$ cat src/rtl/bfsa_pkg.sv
// Shared types, codes and sizes of the best-fit segment allocator.
package bfsa_pkg;

    localparam int MAX_SEGMENTS = 64;
    localparam int SEG_W        = $clog2(MAX_SEGMENTS);
    localparam int ADDR_BITS    = 32;
    localparam int LEN_W        = 32;
    localparam int ALIGN_W      = 5;
    localparam int MAX_ALIGN    = 16;
    localparam int CFG_IDX_W    = 2;
    localparam int STEP_W       = 32;

    typedef logic [SEG_W-1:0] t_idx;

    localparam t_idx LAST_IDX = t_idx'(MAX_SEGMENTS - 1);

    typedef enum logic [1:0] {
        OP_ALLOC = 2'd0,
        OP_FREE  = 2'd1,
        OP_MOVE  = 2'd2,
        OP_INIT  = 2'd3
    } t_opcode;

    typedef enum logic [2:0] {
        ST_OK      = 3'd0,
        ST_NO_FIT  = 3'd1,
        ST_UNKNOWN = 3'd2,
        ST_FULL    = 3'd3,
        ST_REFUSED = 3'd4
    } t_status;

    typedef enum logic [CFG_IDX_W-1:0] {
        CFG_POOL_BASE   = 2'd0,
        CFG_POOL_SIZE   = 2'd1,
        CFG_ALIGN_SHIFT = 2'd2
    } t_cfg_index;

    typedef struct packed {
        t_opcode              opcode;
        logic [LEN_W-1:0]     request_size;
        logic [ADDR_BITS-1:0] old_address;
        logic [ADDR_BITS-1:0] new_address;
    } t_in_item;

    typedef struct packed {
        t_status              status;
        logic [ADDR_BITS-1:0] result_address;
        logic [LEN_W-1:0]     allocated_total;
    } t_out_item;

    typedef struct packed {
        logic [ADDR_BITS-1:0] base;
        logic [LEN_W-1:0]     len;
        logic                 free;
        t_idx                 next;
        t_idx                 prev;
    } t_seg;

    typedef struct packed {
        logic base;
        logic len;
        logic free;
        logic next;
        logic prev;
    } t_seg_we;

    typedef enum logic [STEP_W-1:0] {
        S_IDLE     = 32'h0000_0001,
        S_DECODE   = 32'h0000_0002,
        S_INIT     = 32'h0000_0004,
        S_A_START  = 32'h0000_0008,
        S_A_WALK   = 32'h0000_0010,
        S_A_DECIDE = 32'h0000_0020,
        S_A_GET    = 32'h0000_0040,
        S_A_SPLIT1 = 32'h0000_0080,
        S_A_SPLIT2 = 32'h0000_0100,
        S_A_FIN    = 32'h0000_0200,
        S_F_START  = 32'h0000_0400,
        S_F_SCAN   = 32'h0000_0800,
        S_R_HIT    = 32'h0000_1000,
        S_R_GP     = 32'h0000_2000,
        S_C_EV     = 32'h0000_4000,
        S_C_LINK   = 32'h0000_8000,
        S_C_END    = 32'h0001_0000,
        S_R_GN     = 32'h0002_0000,
        S_R_LINK   = 32'h0004_0000,
        S_M_HIT    = 32'h0008_0000,
        S_M_GP     = 32'h0010_0000,
        S_M_G1     = 32'h0020_0000,
        S_M_G2     = 32'h0040_0000,
        S_M_G3     = 32'h0080_0000,
        S_M_H1     = 32'h0100_0000,
        S_M_P1     = 32'h0200_0000,
        S_M_P2     = 32'h0400_0000,
        S_M_SET    = 32'h0800_0000,
        S_M_F1     = 32'h1000_0000,
        S_M_F2     = 32'h2000_0000,
        S_M_F3     = 32'h4000_0000,
        S_DONE     = 32'h8000_0000
    } t_step;

    typedef struct packed {
        t_opcode op;
        logic    a_fail;
        logic    walk_stop;
        logic    best_ok;
        logic    split;
        logic    spare_ok;
        logic    s_last;
        logic    hit;
        logic    scan_end;
        logic    back;
        logic    has_n;
        logic    cur_free;
        logic    cur_hn;
        logic    n_free;
        logic    hp;
        logic    same;
        logic    down;
        logic    down_ok;
        logic    up_ok;
        logic    pfree_up;
        logic    unl_hp;
        logic    out_free;
    } t_dp_flags;

endpackage

$ cat src/rtl/bfsa_ctrl.sv
// Sequencer that steps the allocator datapath through each operation.
module bfsa_ctrl import bfsa_pkg::*; (
    input  logic      i_clk,
    input  logic      i_rst_n,
    input  logic      i_in_valid,
    input  t_dp_flags i_flags,
    output t_step     o_step,
    output logic      o_in_ready
);

    t_step r_step;
    t_step n_step;

    always_comb begin
        n_step = r_step;
        unique case (r_step)
            S_IDLE: begin
                if (i_in_valid) begin
                    n_step = S_DECODE;
                end
            end
            S_DECODE: begin
                unique case (i_flags.op)
                    OP_ALLOC: n_step = S_A_START;
                    OP_FREE:  n_step = S_F_START;
                    OP_MOVE:  n_step = S_F_START;
                    OP_INIT:  n_step = S_INIT;
                endcase
            end
            S_INIT:    n_step = S_DONE;
            S_A_START: n_step = i_flags.a_fail ? S_DONE : S_A_WALK;
            S_A_WALK: begin
                if (i_flags.walk_stop) begin
                    n_step = S_A_DECIDE;
                end
            end
            S_A_DECIDE: begin
                priority if (!i_flags.best_ok) begin
                    n_step = S_DONE;
                end else if (i_flags.split && !i_flags.spare_ok) begin
                    n_step = S_DONE;
                end else begin
                    n_step = S_A_GET;
                end
            end
            S_A_GET:    n_step = i_flags.split ? S_A_SPLIT1 : S_A_FIN;
            S_A_SPLIT1: n_step = i_flags.s_last ? S_A_FIN : S_A_SPLIT2;
            S_A_SPLIT2: n_step = S_A_FIN;
            S_A_FIN:    n_step = S_DONE;
            S_F_START:  n_step = S_F_SCAN;
            S_F_SCAN: begin
                priority if (i_flags.hit) begin
                    n_step = (i_flags.op == OP_FREE) ? S_R_HIT : S_M_HIT;
                end else if (i_flags.scan_end) begin
                    n_step = S_DONE;
                end
            end
            S_R_HIT: n_step = S_R_GP;
            S_R_GP: begin
                priority if (i_flags.back) begin
                    n_step = S_C_EV;
                end else if (i_flags.has_n) begin
                    n_step = S_R_GN;
                end else begin
                    n_step = S_DONE;
                end
            end
            S_C_EV: begin
                priority if (i_flags.cur_free && i_flags.cur_hn) begin
                    n_step = S_C_LINK;
                end else begin
                    n_step = S_C_END;
                end
            end
            S_C_LINK: n_step = S_C_EV;
            S_C_END:  n_step = S_DONE;
            S_R_GN:   n_step = (i_flags.n_free && i_flags.hp) ? S_R_LINK : S_DONE;
            S_R_LINK: n_step = S_DONE;
            S_M_HIT:  n_step = i_flags.same ? S_DONE : S_M_GP;
            S_M_GP: begin
                priority if (i_flags.down) begin
                    n_step = i_flags.down_ok ? S_M_G1 : S_DONE;
                end else if (!i_flags.up_ok) begin
                    n_step = S_DONE;
                end else if (i_flags.pfree_up) begin
                    n_step = S_M_H1;
                end else if (!i_flags.spare_ok) begin
                    n_step = S_DONE;
                end else if (i_flags.hp) begin
                    n_step = S_M_P1;
                end else begin
                    n_step = S_M_F1;
                end
            end
            S_M_G1:  n_step = S_M_G2;
            S_M_G2:  n_step = i_flags.unl_hp ? S_M_G3 : S_DONE;
            S_M_G3:  n_step = S_DONE;
            S_M_H1:  n_step = S_M_SET;
            S_M_P1:  n_step = S_M_P2;
            S_M_P2:  n_step = S_M_SET;
            S_M_SET: n_step = S_DONE;
            S_M_F1:  n_step = S_M_F2;
            S_M_F2:  n_step = i_flags.s_last ? S_DONE : S_M_F3;
            S_M_F3:  n_step = S_DONE;
            S_DONE: begin
                if (i_flags.out_free) begin
                    n_step = S_IDLE;
                end
            end
            default: n_step = S_IDLE;
        endcase
    end

    always_ff @(posedge i_clk) begin
        if (!i_rst_n) begin
            r_step <= S_IDLE;
        end else begin
            r_step <= n_step;
        end
    end

    assign o_step     = r_step;
    assign o_in_ready = (r_step == S_IDLE);

endmodule

$ cat config.mk
export PLATFORM = sky130hd
export DESIGN_NAME = bfsa_ctrl
export DESIGN_NICKNAME = d
export VERILOG_FILES = /design/src/rtl/bfsa_pkg.sv /design/src/rtl/bfsa_ctrl.sv
export SDC_FILE = /design/constraint.sdc
export NUM_CORES = 1
export LEC_CHECK = 0
export ABC_AREA = 0
export BUFFER_PORTS_ARGS = -buffer_cell sky130_fd_sc_hd__buf_4
export CORE_ASPECT_RATIO = 1.4
export CORE_UTILIZATION = 42
export DETAILED_ROUTE_END_ITERATION = 10
export GPL_TIMING_DRIVEN = 0
export PLACE_DENSITY_LB_ADDON = 0.15
export SLEW_MARGIN = 30
export SYNTH_ARGS = -nofsm -noshare
export SYNTH_HDL_FRONTEND = slang
export SYNTH_SLANG_ARGS = --single-unit
$ cat constraint.sdc
create_clock -name i_clk -period 3 [get_ports i_clk]
set_input_delay 0.15 -clock i_clk [delete_from_list [all_inputs] [get_ports i_clk]]
set_output_delay 0.15 -clock i_clk [all_outputs]
set_load 0.005 [all_outputs]
# Word level (Yosys, flattened, before mapping)
# Cells that the tools add are included.
# word_totals
ff_bits,32
in_bits,26
out_inout_bits,33
wordCells,75
# classes
eq_ne,39
mux,26
reduce_logical,9
# ops
operator,count
$pmux W32 S25,1
$mux W32,19
$pmux W32 S3,1
$eq A32 B1 Y1 const B,1
$eq A32 B10 Y1 const B,1
$eq A32 B11 Y1 const B,1
$eq A32 B12 Y1 const B,1
$eq A32 B13 Y1 const B,1
$eq A32 B14 Y1 const B,1
$eq A32 B15 Y1 const B,1
$eq A32 B16 Y1 const B,1
$eq A32 B17 Y1 const B,1
$eq A32 B18 Y1 const B,1
$eq A32 B19 Y1 const B,1
$eq A32 B2 Y1 const B,1
$eq A32 B20 Y1 const B,1
$eq A32 B21 Y1 const B,1
$eq A32 B22 Y1 const B,1
$eq A32 B23 Y1 const B,1
$eq A32 B24 Y1 const B,1
$eq A32 B25 Y1 const B,1
$eq A32 B26 Y1 const B,1
$eq A32 B27 Y1 const B,1
$eq A32 B28 Y1 const B,1
other kinds (25),32

# Depth between registers and ports, before layout
# Gate-level depths: netlist (run 1).
# depth
ltp_word,6
mapped_depth,8
ltp_nobuf,7

# Worst setup path after synthesis (run 1)
# OpenSTA, ideal clock, no wires.
# synth_path
path_type,register to register
from,"register r_step[16], in the netlist o_step[16]"
to,"register r_step[31], in the netlist o_step[31]"
setup_time_ps,124
arrival_time_ps,1790
required_ps,2876
path_slack_ps,1086
stages_incl_launch_ff,7
n_path_buf,0
synth_period_minus_slack_ps,1914
path_cell_list,dfxtp_1 nor3_1 nand4_2 nor4_1 a211oi_1 o2111ai_2 o21ai_1
# synth_via
elab_chain_cells,3
word_cells_on_any_way,40
cone_classes,36 x eq/ne; 1 x mux; 3 x reduce/logical
# synth_lines
item,line,text
start: declaration,bfsa_ctrl.sv:11,t_step r_step;
start signal: assignment,bfsa_ctrl.sv:118,r_step <= n_step;
"$eq A32 B31 Y1, or another cell as far along",bfsa_ctrl.sv:16,unique case (r_step)
"$reduce_or A7 Y1 (no line), or another cell as far along",n/a,
$pmux W32 S25 / $reduce_and A4 Y1 (equally long branches),n/a,
# Several ways; a longest one is shown, not always the timed one.
# A chain may end at the register's enable or synchronous reset.

# Worst setup path after layout (run 1)
# layout_path
from,"register r_step[8], in the netlist o_step[8]"
to,output port o_in_ready
# layout_via
elab_chain_cells,1
# layout_lines
item,line,text
$eq A32 B1 Y1,bfsa_ctrl.sv:123,assign o_in_ready = (r_step == S_IDLE);
end: declaration,bfsa_ctrl.sv:8,output logic o_in_ready
# No other way between the ends.

==> results by group, run 1 <==
Outcome
  • Outcome: finished clean

Setup path
  • Crit. path cell count: 6
  • Crit Path Max Fanout: 10
  • WP buf/inv: 2
  • Reg-to-reg critical path startpoint: o_step[8]$_SDFFE_PN0P_
  • Worst Setup Start Kind: flop
  • CP max stage cell: nor4_4
  • Crit path from: o_step[8]$_SDFFE_PN0P_
  • R2R depth: 7
  • Worst endpoint data arrival time: 2220 ps
  • Crit-path cells: nor4_4, nand3_4, nor3_1, nand4b_1, inv_1, buf_4
  • Crit-path leading delay family: simple AND/OR/NAND/NOR gates
  • CP required: 2850 ps
  • Critical path capture point type: primary output
  • WS Path Type: flop to primary output
  • CP max stage delay: 510 ps

STA
  • Final worst path period need: 2370 ps
  • TNS Setup: 0 ps
  • Max-slew violation count: 0
  • Slew margin rel.: 56.4%
  • RSZ-0062 raised after global routing: false
  • Worst-Margin Slew: 638 ps
  • Clock Skews: 6.15 ps
  • Period utilization: 79.0%
  • Peak Freq: 0.422 GHz
  • Endpoints failing setup: 0
  • Final Hold Viols: 0
  • Worst hold slack: 32.3 ps

Clock tree
  • Sinks on Clock Net: 32
  • CTS tree: built
  • # H-tree levels: 2
  • Clock tree buffer depth: 2
  • CTS Buf Count: 5
  • CTS clock-pin slew for the worst setup and hold paths: 70 ps
  • Setup Fix Bufs, Post-CTS: 0
  • Post-CTS sizing: 0
  • CTS Hold Bufs: 0
  • Clock latency on the worst-skew pair: 280 ps
  • Clk root buf: clkbuf_8

Yosys
  • Post-synthesis compound-gate area fraction: 12.2%
  • EDFF count, synth: 0
  • Post-synthesis mux area share: 1.60%
  • Post-synthesis sequential area ratio: 32.7%
  • Post-Syn Instances: 238
  • Synth Net Count: 267
  • Top-count cell post-synth: dfxtp_1
  • Mapped Avg Cell Area: 8.23 µm²
  • Synth Flop Type: dfxtp_1
  • Ranking of synthesized cells by area: dfxtp_1 33%, nor4_1 5.4%, nor2_1 5.2%
  • List of most frequent post-synthesis cells: 32 x dfxtp_1, 27 x nor2_1, 25 x nand2_1
  • Unique masters post-synth: 52
  • Post-synthesis simple-gate area fraction: 44.6%
  • Post-Synth Adder-Cell Area: 1.92%
  • Number of synthesized register bits: 32
  • Dominant cell type by area after synthesis: dfxtp_1
  • Mapped Area: 1960 µm²
  • Synth top area share: 32.7%
  • Async set-reset flop share out of synthesis: 0%
  • Largest family of logic cells by synthesized area: simple AND/OR/NAND/NOR gates
  • XOR/XNOR share of the synthesized area: 4.03%
  • Synth warn: 0

Placed design
  • Dpl cells: 358
  • GPL Wtd Cong: 0.891
  • DP Wirelength: 4240 µm
  • IO buf count: 58

Power and ir drop
  • Peak VDD IR: 0.398 mV
  • P_leak: 1.13 nW
  • Total power: 0.00118 W
  • PD cells: 462 nW/µm²

Global route
  • First-pass GRT wire length: 8540 µm
  • Initial antenna violation count: 0
  • Largest net degree at the start of global routing: 11
  • All-Layer GR Usage: 23.5%
  • Vias in the first global route: 1916
  • GRT overflow: 0

Drt
  • Router iterations before antenna repair: 4
  • Routed wire length: 5410 µm
  • Initial detailed-routing violation count: 138
  • Via count: 2008
  • Final ANT Viol Nets: 0
  • DRC: 0
  • Vias per cell: 5.50
  • WL/cell: 14.8 µm

Cells and area
  • Max reg flops: 32
  • Area Growth Syn to Fin: 30.2%
  • Fraction of layout cells with a size suffix above 1: 27.4%
  • # diodes: 0
  • Fin cells: 365
  • # nets final: 332

Die
  • I/O Pins: 59
  • Initial core utilization: 43.5%
  • Vert. Die Dim: 82.8 µm
  • CORE AREA: 4500 µm²
  • Die W: 59.7 µm
  • Die ar.: 4940 µm²
  • # rows: 29

Worst hold path
  • Hold Crit Class: input pin to flop
  • Hold path start: i_flags[6]
  • Hold Crit Depth: 2

Flow run
  • Max Cap Violations: 0
==> kinds of logic after synthesis <==
logic type / after synthesis
AOI/OAI and AO/OA: 33
adders and majority gates: 3
DFF: 32
muxes: 3
buffers and inverters: 15
and+or+nand+nor: 143
xor gates and xnor gates: 9
==> power breakdown <==
part           total [W]  switching [W]  internal, W
logic           0.000384       0.000214     0.000170
clock network   0.000319       0.000161     0.000158
registers       0.000474      0.0000347     0.000440
==> per-stage QoR <==
stage | cell area (µm²) | utilization, % | setup slack [ps]
after floorplan | 1960 | - | 1090
after global placement | 2470 | 54.9 | 687
after detailed placement | 2470 | 54.9 | 676
after CTS | 2550 | 56.6 | 643
after global routing | 2550 | 56.6 | 366
final | 2550 | 56.6 | 630
==> cell type report <==
cell class | instances | area (µm²)
inverters | 12 | 45.0
clock inverters | 1 | 5.00
clock buffers | 6 | 72.6
multi-input cells | 191 | 1260
flip-flops and latches | 32 | 641
repair buffers | 58 | 435
plain buffers | 3 | 12.5
fillers | 446 | 1950
well taps | 62 | 77.6
==> final timing paths <==
check                                  to  slack [ps]
hold / removal    o_step[20]$_SDFFE_PN0P_          30
setup reg to reg   o_step[5]$_SDFFE_PN0P_         640
hold reg to reg   o_step[30]$_SDFFE_PN0P_         550
setup / recovery               o_in_ready         630
==> layout by cell type (no fill, tap or decap), types with 2 or more instances in the layout <==
master      n
a21oi_1     3
a31oi_1     2
nor3_2      4
nand4_1     4
xor2_1      7
o211ai_1    2
or4_1       2
mux2i_1     2
inv_1      12
buf_4      58
nand3_1     8
o2111ai_2   2
nor3_1     15
clkbuf_1    3
nor4_4      4
nor2b_1     6
xnor2_1     2
clkbuf_8    5
nand2b_1    7
or4b_2      2
o21ai_0     9
o31ai_1     2
nand4b_1    3
and2_1      4
nand2_1    25
o2111ai_1   2
nand4_2     2
dfxtp_1    32
nor2_1     27
or3_1       2
nor4_1     17
ha_1        3
nor4b_1     3
==> routing by layer <==
metal	track usage, %	part of all wire, %	vias to the layer above
met2	42.7	52	47
met4	11.9	3.5	0
met1	25.0	41	935
met5	0	0	-
li1	-	-	1009
met3	5.12	3.7	17
(Power assumes the default switching activity.)
==> inputs of run 2 (changes only) <==
==> constraint.sdc (replaced) <==
create_clock -name i_clk -period 2.5 [get_ports i_clk]
set_input_delay 0.125 -clock i_clk [delete_from_list [all_inputs] [get_ports i_clk]]
set_output_delay 0.125 -clock i_clk [all_outputs]
set_load 0.005 [all_outputs]
==> run 2 against run 1 <==
Against the previous run: clock power rose by 20%; final cell count rose by 0.55%; routed wire length rose by 0.44%; critical path type is now flop to flop.
==> results by group, run 2 (synthesis results as in run 1) <==
Setup path
  • Worst setup endpoint: o_step[31]$_SDFFE_PN0P_
  • Crit path from: o_step[13]$_SDFFE_PN0P_
  • Worst Setup Start Kind: flop
  • Worst endpoint data arrival time: 2540 ps (+320 ps)
  • R2R depth: 8 (+1)
  • WS Path Type: flop to flop
  • Reg-to-reg critical path startpoint: o_step[13]$_SDFFE_PN0P_
  • Crit Path Max Fanout: 9 (-1)
  • CP required: 2670 ps (-180 ps)
  • Reg2reg end: o_step[31]$_SDFFE_PN0P_
  • Critical path capture point type: flop
  • Reg-to-reg setup timing slack: 120 ps (-520 ps)

Drt
  • Router iterations before antenna repair: 5 (+1)
  • Routed wire length: 5440 µm (+0.44%)
  • Vias per cell: 5.51 (+0.25%)
  • DRC: 0 (unchanged)
  • Via count: 2024 (+0.80%)
  • Final ANT Viol Nets: 0 (unchanged)
  • Initial detailed-routing violation count: 126 (-8.7%)
  • WL/cell: 14.8 µm (-0.10%)

Placed design
  • IO buf count: 58 (unchanged)
  • Dpl cells: 358 (unchanged)
  • Area after DPL: 2470 µm² (unchanged)
  • Dpl ws: 176 ps (-500 ps)
  • GPL Wtd Cong: 0.891 (unchanged)
  • DP Wirelength: 4240 µm (unchanged)

Flow run
  • Max Cap Violations: 0 (unchanged)

Clock tree
  • Clock latency on the worst-skew pair: 280 ps (about the same)
  • # H-tree levels: 2 (unchanged)
  • Sinks on Clock Net: 32 (unchanged)
  • Clk root buf: clkbuf_8
  • Clock tree buffer depth: 2 (unchanged)
  • CTS tree: built
  • CTS clock-pin slew for the worst setup and hold paths: 70 ps (about the same)
  • CTS Buf Count: 5 (unchanged)

Die
  • # rows: 29 (unchanged)
  • CORE AREA: 4500 µm² (unchanged)
  • Initial core utilization: 43.5% (unchanged)
  • Die W: 59.7 µm (unchanged)
  • I/O Pins: 59 (unchanged)
  • Vert. Die Dim: 82.8 µm (unchanged)
  • Die ar.: 4940 µm² (unchanged)

STA
  • Final worst path period need: 2380 ps
  • Final Hold Viols: 0 (unchanged)
  • Clock Skews: 6.78 ps (+0.633 ps)
  • Slew margin rel.: 55.8% (-0.62 points)
  • Max-slew violation count: 0 (unchanged)
  • Peak Freq: 0.421 GHz
  • TNS Setup: 0 ps (unchanged)
  • Period utilization: 95.0%
  • Setup ws final: 125 ps (-505 ps)
  • Worst-Margin Slew: 647 ps (+9.03 ps)
  • Endpoints failing setup: 0 (unchanged)

Global route
  • GRT overflow: 0 (unchanged)
  • All-Layer GR Usage: 23.5% (unchanged)
  • Vias in the first global route: 1916 (unchanged)
  • Largest net degree at the start of global routing: 11 (unchanged)
  • First-pass GRT wire length: 8540 µm (unchanged)
  • Initial antenna violation count: 0 (unchanged)

Cells and area
  • Most frequent cells in the layout: 59 x buf_4, 32 x dfxtp_1, 27 x nor2_1
  • Commonest non-fill, non-tap cell in the layout: buf_4
  • Area Growth Syn to Fin: 33.0%
  • # diodes: 0 (unchanged)
  • Fin cells: 367 (+0.55%)
  • # nets final: 334 (+0.60%)
  • Fraction of layout cells with a size suffix above 1: 29.5% (+2.1 points)
  • Max reg flops: 32 (unchanged)
  • Final instance area: 2610 µm² (+2.2%)

Power and ir drop
  • Total power: 0.00143 W (+22%)
  • Peak VDD IR: 0.477 mV (+20%)
  • P_leak: 1.15 nW (+1.6%)
  • PD cells: 550 nW/µm² (+19%)

Outcome
  • Outcome: finished clean

Worst hold path
  • Hold Crit Class: input pin to flop
==> run 2: cell types whose count changed in the layout (fill, tap and decap cells not counted) <==
cell           previous run  this run
nor3_1                   15        12
nor3_4                    0         1
buf_4                    58        59
dlygate4sd3_1             0         1
nor4_1                   17        15
nor4_2                    0         2
a2111oi_1                 1         0
a2111oi_2                 0         1
nor3_2                    4         6
==> run 2: area by class of cell <==
type / instances / area, µm²
buffer: 3 / 12.5
tap: 62 / 77.6
clock inverter: 1 / 5.00
inverter: 12 / 45.0
timing repair buffer: 60 / 453
fill: 445 / 1890
sequential: 32 / 641
multi-input combinational: 191 / 1300
clock buffer: 6 / 72.6
==> run 2: per-layer routing <==
layer | vias to the layer above | part of all wire, % | track usage, %
li1 | 1019 | - | -
met1 | 933 | 39 | 25.0
met2 | 58 | 53 | 42.7
met3 | 14 | 4.4 | 5.12
met4 | 0 | 3.5 | 11.9
met5 | - | 0 | 0
==> run 2: critical path, cell delays in order (launching register included) <==
cell	delay, ps
dfxtp_1	360
clkbuf_1	380
nor4_4	120
nand3b_1	180
nor4_1	80
a2111oi_0	590
o2111ai_2	250
o2111ai_2	190
o21ai_1	110
==> run 2: how the worst min path moves through the flow <==
stage | start | endpoint | slack [ps] | cells past startpoint
global route | i_flags[2] | o_step[25]$_SDFFE_PN0P_ | 20 | 2
global placement | i_flags[6] | o_step[20]$_SDFFE_PN0P_ | 300 | 2
detailed placement | i_flags[6] | o_step[20]$_SDFFE_PN0P_ | 310 | 2
finish | i_flags[2] | o_step[25]$_SDFFE_PN0P_ | 20 | 2
CTS | i_flags[6] | o_step[20]$_SDFFE_PN0P_ | 4 | 2
floorplan | i_flags[6] | o_step[20]$_SDFFE_PN0P_ | 200 | 1
==> run 2: timing repair <==
item,in CTS,in global routing
hold buffers,0,1
endpoints found under the hold margin,0,1
buffers inserted,0,1
endpoints found under the setup margin,0,6
gates resized for setup,0,7
==> run 2: report_power, final <==
part           leakage (nW)  internal, W  switching, W
clock                0.0410     0.000189      0.000193
combinational         0.853     0.000215      0.000266
sequential            0.258     0.000528     0.0000407
==> run 2: through the flow <==
step	hold WS, ps	utilization, %
after floorplan	201	-
after global placement	304	54.9
after detailed placement	307	54.9
after CTS	3.93	56.6
after global routing	19.4	57.9
final	23.4	57.9
==> inputs of run 3 (changes only) <==
--- a/config.mk
+++ b/config.mk
@@ -5,7 +5,7 @@
 export SDC_FILE = /design/constraint.sdc
 export NUM_CORES = 1
 export LEC_CHECK = 0
-export ABC_AREA = 0
+export ABC_AREA = 1
 export BUFFER_PORTS_ARGS = -buffer_cell sky130_fd_sc_hd__buf_4
 export CORE_ASPECT_RATIO = 1.4
 export CORE_UTILIZATION = 42
==> run 3 against run 2 <==
Against the previous run: design area increased by 7.4%; combinational power decreased by 38%; sequential share of layout area decreased by 1.7 points; flip-flop and latch count unchanged; setup slack improved by 550 ps; global-route usage decreased by 1.5 points; maximum frequency increased by 30%; via count increased by 15%; clock skew increased by 1.9 ps; non-clock buffer count increased by 1; critical path depth increased by 3; utilization decreased by 1.0 points.
==> results by group, run 3 <==
Outcome
  • Outcome: finished clean

Cells and area
  • Area Growth Syn to Fin: 27.6%
  • Commonest non-fill, non-tap cell in the layout: nor2_1
  • Fraction of layout cells with a size suffix above 1: 29.7% (+0.16 points)
  • Fin cells: 455 (+24%)
  • # diodes: 0 (unchanged)
  • # nets final: 419 (+25%)
  • Max reg flops: 32 (unchanged)
  • Most frequent cells in the layout: 63 x nor2_1, 59 x nand2_1, 58 x buf_4
  • Util after Layout: 56.9% (-1.0 points)

STA
  • RSZ-0062 raised after global routing: false
  • Peak Freq: 0.548 GHz (+30%)
  • Slew margin rel.: 57.5% (+1.8 points)
  • Endpoints failing setup: 0 (unchanged)
  • TNS Setup: 0 ps (unchanged)
  • Max-slew violation count: 0 (unchanged)
  • Final worst path period need: 1830 ps (-550 ps)
  • Setup ws final: 675 ps (+550 ps)
  • Final Hold Viols: 0 (unchanged)
  • Clock Skews: 8.67 ps (+1.89 ps)
  • Period utilization: 73.0% (-22 points)
  • Worst-Margin Slew: 637 ps (-9.66 ps)

Drt
  • Final ANT Viol Nets: 0 (unchanged)
  • Routed wire length: 5790 µm (+6.5%)
  • Vias per cell: 5.10 (-7.5%)
  • Via count: 2320 (+15%)
  • DRC: 0 (unchanged)
  • Initial detailed-routing violation count: 90 (-29%)
  • WL/cell: 12.7 µm (-14%)
  • Router iterations before antenna repair: 4 (-1)

Global route
  • Met2 Track Usage GR: 41.6% (-1.0 points)
  • First-pass GRT wire length: 9380 µm (+9.9%)
  • Initial antenna violation count: 0 (unchanged)
  • GRT overflow: 0 (unchanged)
  • Vias in the first global route: 2232 (+16%)
  • Met3 GRT Util: 3.66% (-1.5 points)
  • All-Layer GR Usage: 22.0% (-1.5 points)
  • Largest net degree at the start of global routing: 11 (unchanged)
  • M1 GR Usage: 22.3% (-2.7 points)
  • Most Crowded Layer GR: met2

Setup path
  • Crit Path Max Fanout: 10 (+1)
  • WS Path Type: flop to flop
  • Worst endpoint data arrival time: 2010 ps (-530 ps)
  • Critical path capture point type: flop
  • Worst Setup Start Kind: flop
  • Reg-to-reg setup timing slack: 670 ps (+550 ps)
  • CP required: 2680 ps (about the same)

Yosys
  • Dominant cell type by area after synthesis: dfxtp_1
  • Async set-reset flop share out of synthesis: 0% (unchanged)
  • List of most frequent post-synthesis cells: 63 x nor2_1, 59 x nand2_1, 37 x inv_1
  • EDFF count, synth: 0 (unchanged)
  • Synth warn: 0 (unchanged)
  • Top-count cell post-synth: nor2_1
  • Post-synthesis sequential area ratio: 29.2% (-3.5 points)
  • Post-Syn Instances: 325 (+37%)
  • Mapped Avg Cell Area: 6.74 µm² (-18%)
  • Mapped Area: 2190 µm² (+12%)
  • Number of synthesized register bits: 32 (unchanged)
  • Synth top area share: 29.2% (-3.5 points)
  • Unique masters post-synth: 34 (-35%)
  • Synth Net Count: 354 (+33%)
  • Ranking of synthesized cells by area: dfxtp_1 29%, nor2_1 11%, nand2_1 10%
  • Synth Flop Type: dfxtp_1

Die
  • Initial core utilization: 44.6% (+1.1 points)
  • I/O Pins: 59 (unchanged)
  • Vert. Die Dim: 87.5 µm (+5.7%)
  • Die ar.: 5520 µm² (+12%)
  • # rows: 30 (+3.4%)
  • Die W: 63.1 µm (+5.6%)
  • CORE AREA: 4920 µm² (+9.3%)

Placed design
  • IO buf count: 58 (unchanged)
  • Dpl ws: 684 ps (+508 ps)
  • GPL Wtd Cong: 0.888 (-0.40%)
  • Dpl cells: 447 (+25%)
  • DP Wirelength: 4680 µm (+10%)

Power and ir drop
  • PD cells: 444 nW/µm² (-19%)
  • P_leak: 1.36 nW (+18%)
  • Peak VDD IR: 0.306 mV (-36%)
  • Total power: 0.00124 W (-13%)

Clock tree
  • CTS Hold Bufs: 0 (unchanged)
  • # H-tree levels: 2 (unchanged)
  • Sinks on Clock Net: 32 (unchanged)
  • CTS clock-pin slew for the worst setup and hold paths: 70 ps (about the same)
  • Clock latency on the worst-skew pair: 290 ps (about the same)
  • Clock tree buffer depth: 2 (unchanged)
  • Setup Fix Bufs, Post-CTS: 0 (unchanged)
  • Post-CTS sizing: 0 (unchanged)
  • CTS tree: built
  • Clk root buf: clkbuf_8
  • CTS Buf Count: 5 (unchanged)

Worst hold path
  • Hold Crit Class: input pin to flop

Flow run
  • Max Cap Violations: 0 (unchanged)
[run 3: cell count changes after synthesis, moves of 12 or more]
cell and change:
nor4_1 -13, nor2_1 +36, nand2_1 +34, inv_1 +25, nand3_1 +17, nor2_2 +12
[run 3: cell families (layout without fill, tap and decap cells)]
kind of cell	after synthesis	count (layout)	share of synthesized area (%)
simple gates	227	227	55.5
fa+ha+maj	3	3	1.71
buf+inv	46	112	9.19
flops	32	32	29.2
xor+xnor	1	1	0.400
compound gates	16	16	4.00
[run 3: worst paths after layout]
| path | start | endpoint | cells past startpoint |
|---|---|---|---|
| setup / recovery | o_step[6]$_SDFFE_PN0P_ | o_step[0]$_SDFFE_PN1P_ | 11 |
| hold / removal | i_flags[7] | o_step[28]$_SDFFE_PN0P_ | 2 |
| setup reg to reg | o_step[6]$_SDFFE_PN0P_ | o_step[0]$_SDFFE_PN1P_ | 11 |
| hold reg to reg | o_step[25]$_SDFFE_PN0P_ | o_step[26]$_SDFFE_PN0P_ | 2 |
[run 3: worst max-delay path, cell delays in order (launching register included)]
cell and delay, ps:
dfxtp_1 340, nor2_2 170, nand2_2 150, nor2_8 230, buf_8 160, nand2_2 80, inv_2 70, nand3_1 120
nand3_1 140, nor2_2 70, nand4_1 110, nand3_1 80
[run 3: layer usage]
metal  vias up  wire length (µm)
li1       1174                 -
met1      1041              2270
met2        81              3050
met3        24               248
met4         0               231
met5         -                 0
[run 3: layout make-up]
| type | count | area, µm² |
|---|---|---|
| inverter | 40 | 150 |
| fill | 526 | 2120 |
| tap | 64 | 80.1 |
| clock buffer | 8 | 90.1 |
| sequential | 32 | 641 |
| multi-input combinational | 247 | 1350 |
| buffer | 6 | 51.3 |
| timing repair buffer | 58 | 435 |
[run 3: power breakdown]
| group | internal, W | switching (W) | total, W |
|---|---|---|---|
| Sequential | 0.000519 | 0.00000848 | 0.000527 |
| Clock | 0.000224 | 0.000192 | 0.000416 |
| Combinational | 0.000126 | 0.000172 | 0.000298 |
[run 3: through the flow]
step	hold slack (ps)	cell area, µm²
final	15.4	2800
after global placement	318	2710
after detailed placement	317	2710
after floorplan	196	2190
after global routing	18.2	2800
after CTS	16.7	2800
